$ cat src/rtl/core/gsr_pkg.sv
`timescale 1ns / 1ps
`default_nettype none

package gsr_pkg;

    // request codes
    localparam logic [2:0] REQ_WRITE   = 3'd0;
    localparam logic [2:0] REQ_READ    = 3'd1;
    localparam logic [2:0] REQ_ROT_CW  = 3'd2;
    localparam logic [2:0] REQ_ROT_CCW = 3'd3;
    localparam logic [2:0] REQ_COUNT   = 3'd4;

    // scan modes of the datapath
    localparam logic [2:0] MODE_NONE  = 3'd0;
    localparam logic [2:0] MODE_COPY  = 3'd1;
    localparam logic [2:0] MODE_WBACK = 3'd2;
    localparam logic [2:0] MODE_HCNT  = 3'd3;
    localparam logic [2:0] MODE_VCNT  = 3'd4;

    // bound checks on 6 bit fields and their sums
    localparam int CMP_W = 7;

    localparam logic [5:0] GRID_SIZE_RST = 6'd32;

    typedef struct packed {
        logic       load;
        logic       wr;
        logic       cap_rd;
        logic       set_err;
        logic       start_scan;
        logic       step;
        logic [2:0] mode;
        logic       done;
    } t_cmd;

    typedef struct packed {
        logic is_write;
        logic is_read;
        logic is_rot;
        logic is_cnt;
        logic err;
        logic trivial;
        logic last;
    } t_stat;

endpackage

`default_nettype wire

$ cat src/rtl/core/gsr_ctrl.sv
`timescale 1ns / 1ps
`default_nettype none

module gsr_ctrl
    import gsr_pkg::*;
(
    input  wire logic  i_clk,
    input  wire logic  i_rst_n,
    input  wire logic  start,
    output logic       busy,
    input  wire t_stat i_stat,
    output t_cmd       o_cmd
);

    localparam logic [3:0] S_IDLE   = 4'd0;
    localparam logic [3:0] S_DECODE = 4'd1;
    localparam logic [3:0] S_RDWAIT = 4'd2;
    localparam logic [3:0] S_COPY   = 4'd3;
    localparam logic [3:0] S_CDRAIN = 4'd4;
    localparam logic [3:0] S_WBACK  = 4'd5;
    localparam logic [3:0] S_CNTH   = 4'd6;
    localparam logic [3:0] S_HDRAIN = 4'd7;
    localparam logic [3:0] S_CNTV   = 4'd8;
    localparam logic [3:0] S_VDRAIN = 4'd9;
    localparam logic [3:0] S_DONE   = 4'd10;

    logic [3:0] r_state;
    logic [3:0] n_state;

    always_ff @(posedge i_clk) begin
        if (!i_rst_n) begin
            r_state <= S_IDLE;
        end else begin
            r_state <= n_state;
        end
    end

    assign busy = (r_state != S_IDLE);

    always_comb begin
        n_state = r_state;
        o_cmd   = '0;
        unique case (r_state)
            S_IDLE: begin
                if (start) begin
                    o_cmd.load = 1'b1;
                    n_state    = S_DECODE;
                end
            end
            S_DECODE: begin
                priority if (i_stat.err) begin
                    o_cmd.set_err = 1'b1;
                    n_state       = S_DONE;
                end else if (i_stat.is_write) begin
                    o_cmd.wr = 1'b1;
                    n_state  = S_DONE;
                end else if (i_stat.is_read) begin
                    n_state = S_RDWAIT;
                end else if (i_stat.is_rot && !i_stat.trivial) begin
                    o_cmd.start_scan = 1'b1;
                    n_state          = S_COPY;
                end else if (i_stat.is_cnt) begin
                    o_cmd.start_scan = 1'b1;
                    n_state          = S_CNTH;
                end else begin
                    n_state = S_DONE;
                end
            end
            S_RDWAIT: begin
                o_cmd.cap_rd = 1'b1;
                n_state      = S_DONE;
            end
            S_COPY: begin
                o_cmd.step = 1'b1;
                o_cmd.mode = MODE_COPY;
                if (i_stat.last) begin
                    n_state = S_CDRAIN;
                end
            end
            S_CDRAIN: begin
                o_cmd.start_scan = 1'b1;
                n_state          = S_WBACK;
            end
            S_WBACK: begin
                o_cmd.step = 1'b1;
                o_cmd.mode = MODE_WBACK;
                if (i_stat.last) begin
                    n_state = S_DONE;
                end
            end
            S_CNTH: begin
                o_cmd.step = 1'b1;
                o_cmd.mode = MODE_HCNT;
                if (i_stat.last) begin
                    n_state = S_HDRAIN;
                end
            end
            S_HDRAIN: begin
                o_cmd.start_scan = 1'b1;
                n_state          = S_CNTV;
            end
            S_CNTV: begin
                o_cmd.step = 1'b1;
                o_cmd.mode = MODE_VCNT;
                if (i_stat.last) begin
                    n_state = S_VDRAIN;
                end
            end
            S_VDRAIN: begin
                n_state = S_DONE;
            end
            S_DONE: begin
                o_cmd.done = 1'b1;
                n_state    = S_IDLE;
            end
            default: begin
                n_state = S_IDLE;
            end
        endcase
    end

endmodule

`default_nettype wire

$ cat config.mk
export PLATFORM = sky130hd
export DESIGN_NAME = gsr_ctrl
export DESIGN_NICKNAME = d
export VERILOG_FILES = /design/src/rtl/core/gsr_pkg.sv /design/src/rtl/core/gsr_ctrl.sv
export SDC_FILE = /design/constraint.sdc
export NUM_CORES = 1
export LEC_CHECK = 0
export BUFFER_PORTS_ARGS = -buffer_cell sky130_fd_sc_hd__buf_2
export CAP_MARGIN = 20
export CELL_PAD_IN_SITES_DETAIL_PLACEMENT = 0
export CELL_PAD_IN_SITES_GLOBAL_PLACEMENT = 1
export CORE_UTILIZATION = 32
export DETAILED_ROUTE_END_ITERATION = 7
export GPL_ROUTABILITY_DRIVEN = 1
export GPL_TIMING_DRIVEN = 0
export PLACE_DENSITY = 0.86
export SYNTH_ARGS = -nofsm -noshare
export SYNTH_HDL_FRONTEND = slang
export SYNTH_SLANG_ARGS = --single-unit
$ cat constraint.sdc
create_clock -name i_clk -period 3.2 [get_ports i_clk]
set_input_delay 0.8 -clock i_clk [delete_from_list [all_inputs] [get_ports i_clk]]
set_output_delay 0.8 -clock i_clk [all_outputs]
set_load 0.03 [all_outputs]
==> results of run 1 <==
## worst paths after layout
path | from | end | slack (ps)
setup / recovery | r_state[2] | o_cmd[5] | 470
hold / removal | r_state[1] | r_state[1] | 700
setup reg to reg | r_state[2] | r_state[3] | 1390
hold reg to reg | r_state[1] | r_state[1] | 700
## power groups by stage
stage | sequential [mW] | clock (mW) | combinational [mW]
after floorplan | 0.0809 | 0 | 0.342
final | 0.0842 | 0.0606 | 0.442
after CTS | 0.0843 | 0.0646 | 0.444
after detailed placement | 0.0848 | 0 | 0.442
after global placement | 0.0837 | 0 | 0.442
after global routing | 0.0878 | 0.0645 | 0.487
## cells in the mapped netlist (all sizes together), types with 2 or more instances
master	n	area share [%]
a211oi	2	3.3
a21oi	3	3.3
and3	2	2.7
buf	3	3.0
dfxtp	4	17
inv	3	2.4
nand2	3	2.4
nand2b	6	8.2
nor2	8	7.1
nor2b	7	9.5
o21ai	5	5.4
o22ai	2	4.1
or4	2	4.1
xnor2	2	3.8
## per-stage QoR
step | cells | hold WS [ps] | worst slack (ps)
detailed placement | 101 | 699.4 | 564.3
finish | 104 | 703.1 | 466.5
floorplan | 66 | 631.6 | 525.8
CTS | 104 | 702.9 | 450.9
global route | 104 | 742.4 | 377.4
global placement | 101 | 683.8 | 567.1
## area by class of cell
class | count | area, um2
well taps | 15 | 18.77
multi-input cells | 55 | 351.6
flip-flops and latches | 4 | 80.08
inverters | 3 | 11.26
plain buffers | 4 | 17.52
clock buffers | 3 | 22.52
fillers | 152 | 715.7
repair buffers | 20 | 100.1
## cells by family after synthesis
group	synth area share, %
multiplexers	2.174
buffers and inverters	6.248
AND/OR/NAND/NOR	43.21
flip-flops	17.39
AO/OA/AOI/OAI	25.27
XOR/XNOR	5.708
## routing by layer
layer | part of all wire, % | wire length, um | global-route usage (%) | up-vias
li1 | - | - | - | 282
met2 | 49 | 578 | 23.39 | 10
met3 | 2.4 | 29 | 0 | 0
met1 | 49 | 580 | 25.17 | 258
met4 | 0 | 0 | 7.759 | 0
met5 | 0 | 0 | 0 | -
## layout by cell type (no fill, tap or decap), drive strengths merged
master and count:
buf 23, nor2 8, nor2b 7, nand2b 6
o21ai 5, dfxtp 4, clkbuf 4, inv 3
nand2 3, a21oi 3, xnor2 2, and3 2
a211oi 2, or4 2, o22ai 2, nor3 1
and2b 1, or3 1, o311ai 1, or4b 1
xor2 1, nor3b 1, a221oi 1, mux2i 1
a22oi 1, and2 1, a222oi 1, o31ai 1
## worst min-delay path, delay by kind of cell (launching register included)
kind / cells / cell delay, ps
flip-flops: 1 / 320
AND/OR/NAND/NOR: 2 / 270
AO/OA/AOI/OAI: 1 / 70
==> out/results.tsv, run 1 <==
stage	metric	value	unit
outcome	status	complete, no violations	
clock_tree	H-tree Lvls	1	
sta	Final Cycle Share	85.42	%
power_and_ir_drop	Pleak	0.2777	nW
run	number of max-cap violations	0	
power_and_ir_drop	internal power	0.2711	mW
finish	Most flops, register	r_state	
power_and_ir_drop	Pwr Density	975.7	mW/mm2
power_and_ir_drop	Seq pwr share	14.3	%
finish	max FFs per register	4	
place	Post-DP Area	579.3	um2
finish	Top Registers	r_state (4)	
setup_path	Worst path max stage delay	500	ps
finish	Layout Utilization	45.68	%
logic_synthesis	Post-Synthesis Cell Area	460.4	um2
logic_synthesis	Gate Count Post-Synth	66	
clock_tree	Hold Buf Count CTS	0	
setup_path	Buf/Inv on CP	1	
logic_synthesis	register bit count reported by yosys	4	
sta	fmax	365.8	MHz
sta	Slew HR	69.09	%
detailed_routing	DRT Pass-1 Iters	5	
logic_synthesis	Async S/R FF share, synth	0	%
setup_path	slowest stage cell on the critical path	or4b_1	
clock_tree	clk sink count	4	
floorplanning	Initial Util	34.95	%
power_and_ir_drop	Clock Power Share	10.3	%
detailed_routing	detail-routed net length per standard cell	11.42	um
finish	layout cells sized above 1	31.46	%
global_route	vias in the first global route	423	
global_route	gr ovfl total	0	
worst_hold_path	WHS Path Cells	3	
sta	RSZ-0062 raised after global routing	false	
setup_path	startpoint types	flip-flop	
detailed_routing	initial drt markers	7	
logic_synthesis	Seq/Total Area, Yosys	17.39	%
sta	setup TNS	0	ps
logic_synthesis	predominant post-synthesis flop cell	dfxtp_1	
floorplanning	Die Ht	39.93	um
power_and_ir_drop	Comb pwr share	75.4	%
detailed_routing	post-route ant nets	0	
setup_path	worst r2r path cells	6	
clock_tree	post-CTS setup buffers	0	
finish	area grow syn2layout	30.71	%
setup_path	WP depth	4	
clock_tree	CTS Buf Count	3	
clock_tree	clk root buf	clkbuf_4	
detailed_routing	via count	550	
floorplanning	Core Area	0.001318	mm2
place	placed wire-length estimate	946.1	um
global_route	largest net degree at the start of global routing	11	
setup_path	critical path type	flip-flop to output port	
logic_synthesis	number of synthesized flops with an enable pin	0	
logic_synthesis	net count after synthesis	76	
place	# port buffers	20	
sta	Least-Margin Pin Slew	463.7	ps
floorplanning	# rows	13	
sta	Slew Limit Fails	0	
finish	Final nets	101	
sta	final hold vios	0	
sta	Setup Viol. Count Final	0	
clock_tree	Clock Tree Buf Depth	2	
logic_synthesis	Yosys Warn Count	0	
sta	Worst Skew	0.4964	ps
clock_tree	Clk pin slew, worst setup/hold paths	40	ps
clock_tree	Resize count post-CTS	0	
clock_tree	Clk Latency, worst-skew pair	230	ps
global_route	GRT Total Usage	16.40	%
power_and_ir_drop	final total power	0.5872	mW
floorplanning	Die Wd	39.93	um
setup_path	critical path's top delay family	simple AND/OR/NAND/NOR gates	
setup_path	worst path arrival time	1930	ps
global_route	first-pass GRT wire length	1773	um
detailed_routing	overall routed net length	1188	um
global_route	initial antenna violation count	0	
finish	diode count	0	
worst_hold_path	class of the worst hold path	flip-flop to flip-flop	
detailed_routing	DRC violations left	0	
power_and_ir_drop	Switching Share	53.83	%
power_and_ir_drop	switching power	0.3161	mW
sta	min cycle time layout	2734	ps
setup_path	worst-path cell chain	or4b_1 > or4_4 > o22ai_1 > buf_2	
detailed_routing	vias per cell	5.288	
clock_tree	CTS tree	done	
floorplanning	I/O Pins	21	
setup_path	crit end category	output port	
logic_synthesis	Syn Area/Cell	6.976	um2
place	Placer Congestion	0.8409	
logic_synthesis	post-synth cell types	33	
power_and_ir_drop	Worst IR Drop VDD	0.0004744	V
setup_path	worst-path fanout max	7	
finish	fin area	601.8	um2
setup_path	critical path required time	2400	ps
floorplanning	die area	0.001594	mm2
(Power assumes the default switching activity.)
==> inputs of run 2 (changes only) <==
--- a/config.mk
+++ b/config.mk
@@ -13,7 +13,7 @@
 export DETAILED_ROUTE_END_ITERATION = 7
 export GPL_ROUTABILITY_DRIVEN = 1
 export GPL_TIMING_DRIVEN = 0
-export PLACE_DENSITY = 0.86
+export PLACE_DENSITY_LB_ADDON = 0.1
 export SYNTH_ARGS = -nofsm -noshare
 export SYNTH_HDL_FRONTEND = slang
 export SYNTH_SLANG_ARGS = --single-unit
==> out/results.tsv, run 2 (synthesis gave the netlist of run 1 again) <==
stage	metric	value	unit	change
sta	setup TNS	0	ps	unchanged
floorplanning	Core Area	0.001318	mm2	unchanged
outcome	status	complete, no violations		unchanged
detailed_routing	initial drt markers	12		was 7
finish	fin cells	104		unchanged
finish	area of the multi-input gates	351.6	um2	unchanged
floorplanning	Die Ht	39.93	um	unchanged
sta	Slew Limit Fails	0		unchanged
global_route	gr ovfl total	0		unchanged
detailed_routing	post-route ant nets	0		unchanged
sta	RSZ-0062 raised after global routing	false		unchanged
detailed_routing	via count	544		was 550
power_and_ir_drop	Pwr Density	970.7	mW/mm2	was 975.7 mW/mm2
place	# port buffers	20		unchanged
finish	max FFs per register	4		unchanged
global_route	GRT Total Usage	17.15	%	was 16.40%
floorplanning	Initial Util	34.95	%	unchanged
finish	Final nets	101		unchanged
setup_path	worst path arrival time	1920	ps	was 1930 ps
sta	Worst Skew	6.711	ps	was 0.4964 ps
floorplanning	die area	0.001594	mm2	unchanged
setup_path	worst-path cell chain	or4b_1 > or4_4 > o22ai_1 > buf_2		unchanged
global_route	largest net degree at the start of global routing	11		unchanged
clock_tree	Resize count post-CTS	0		unchanged
setup_path	crit end category	output port		unchanged
clock_tree	CTS tree	done		unchanged
clock_tree	Clk Latency, worst-skew pair	230	ps	about the same
power_and_ir_drop	Worst IR Drop VDD	0.0005139	V	was 0.0004744 V
sta	Slew HR	67.96	%	was 69.09%
place	placed wire-length estimate	900.6	um	was 946.1 um
floorplanning	# rows	13		unchanged
finish	layout cells sized above 1	31.46	%	unchanged
clock_tree	clk root buf	clkbuf_4		unchanged
finish	Top Registers	r_state (4)		unchanged
clock_tree	Clk pin slew, worst setup/hold paths	30	ps	was 40 ps
worst_hold_path	class of the worst hold path	flip-flop to flip-flop		unchanged
place	Post-DP Area	579.3	um2	unchanged
sta	Hold WS	723.7	ps	was 703.1 ps
finish	# fillers	150		was 152
detailed_routing	DRT Pass-1 Iters	5		unchanged
sta	Setup Viol. Count Final	0		unchanged
finish	fin area	601.8	um2	unchanged
global_route	vias in the first global route	444		was 423
setup_path	startpoint types	flip-flop		unchanged
place	Placer Congestion	0.7749		was 0.8409
detailed_routing	DRC violations left	0		unchanged
setup_path	slowest stage cell on the critical path	or4b_1		unchanged
detailed_routing	detail-routed net length per standard cell	10.94	um	was 11.42 um
sta	Least-Margin Pin Slew	480.6	ps	was 463.7 ps
finish	commonest non-fill, non-tap cell in the layout	buf_2		unchanged
clock_tree	CTS Buf Count	3		unchanged
clock_tree	Clock Tree Buf Depth	2		unchanged
finish	area grow syn2layout	30.71	%	unchanged
global_route	first-pass GRT wire length	1773	um	unchanged
clock_tree	Hold Buf Count CTS	0		unchanged
floorplanning	I/O Pins	21		unchanged
sta	Final Cycle Share	85.10	%	was 85.42%
setup_path	critical path required time	2400	ps	about the same
power_and_ir_drop	final total power	0.5842	mW	was 0.5872 mW
finish	Reg area	80.08	um2	unchanged
power_and_ir_drop	Pleak	0.2777	nW	unchanged
floorplanning	Die Wd	39.93	um	unchanged
sta	final hold vios	0		unchanged
sta	min cycle time layout	2723	ps	was 2734 ps
detailed_routing	overall routed net length	1138	um	was 1188 um
finish	most frequent cells in the layout	22 x buf_2, 7 x nor2_1, 7 x nor2b_1, 6 x nand2b_1		unchanged
setup_path	Worst path max stage delay	500	ps	about the same
setup_path	worst-path fanout max	7		unchanged
clock_tree	H-tree Lvls	1		unchanged
detailed_routing	vias per cell	5.231		was 5.288
finish	diode count	0		unchanged
run	number of max-cap violations	0		unchanged
finish	Most flops, register	r_state		unchanged
place	dpl cells	101		unchanged
global_route	initial antenna violation count	0		unchanged
sta	fmax	367.2	MHz	was 365.8 MHz
clock_tree	clk sink count	4		unchanged
clock_tree	post-CTS setup buffers	0		unchanged
setup_path	critical path type	flip-flop to output port		unchanged
## run 2: cell counts in the layout (fill, tap and decap cells not counted)
Identical to the previous run, type by type.
## run 2: report_power, final
| group | total, mW | switching (mW) | internal, mW |
|---|---|---|---|
| Sequential | 0.0860 | 0.0173 | 0.0688 |
| Combinational | 0.437 | 0.277 | 0.160 |
| Clock | 0.0609 | 0.0190 | 0.0418 |
## run 2: critical path, delay by kind of cell (launching register included)
| family | cells | cell delay [ps] |
|---|---|---|
| AO/OA/AOI/OAI | 1 | 170 |
| AND/OR/NAND/NOR | 2 | 950 |
| flip-flops | 1 | 360 |
| buffers and inverters | 1 | 210 |
## run 2: layer usage
metal	GRT usage [%]	vias up	wire length, um
li1	-	285	-
met1	20.93	240	550
met2	27.42	19	521
met3	6.667	0	66
met4	5.172	0	0
met5	0	-	0
## run 2: path summary, 6_finish.rpt
path | startpoint | to | slack [ps] | depth (start not counted)
max reg2reg | r_state[2] | r_state[3] | 1410 | 6
max | r_state[2] | o_cmd[5] | 480 | 4
min reg2reg | r_state[1] | r_state[1] | 720 | 3
min | r_state[1] | r_state[1] | 720 | 3
## run 2: cell type report
type	count	share of cell area (%)
plain buffers	4	2.911
well taps	15	3.119
multi-input cells	55	58.42
clock buffers	3	3.742
flip-flops and latches	4	13.31
repair buffers	20	16.63
inverters	3	1.871
## run 2: per-stage QoR
stage	utilization, %	setup WS [ps]
detailed placement	43.97	564.2
CTS	45.68	463.5
floorplan	-	525.8
global route	45.68	388.0
finish	45.68	476.9
global placement	43.97	577.8
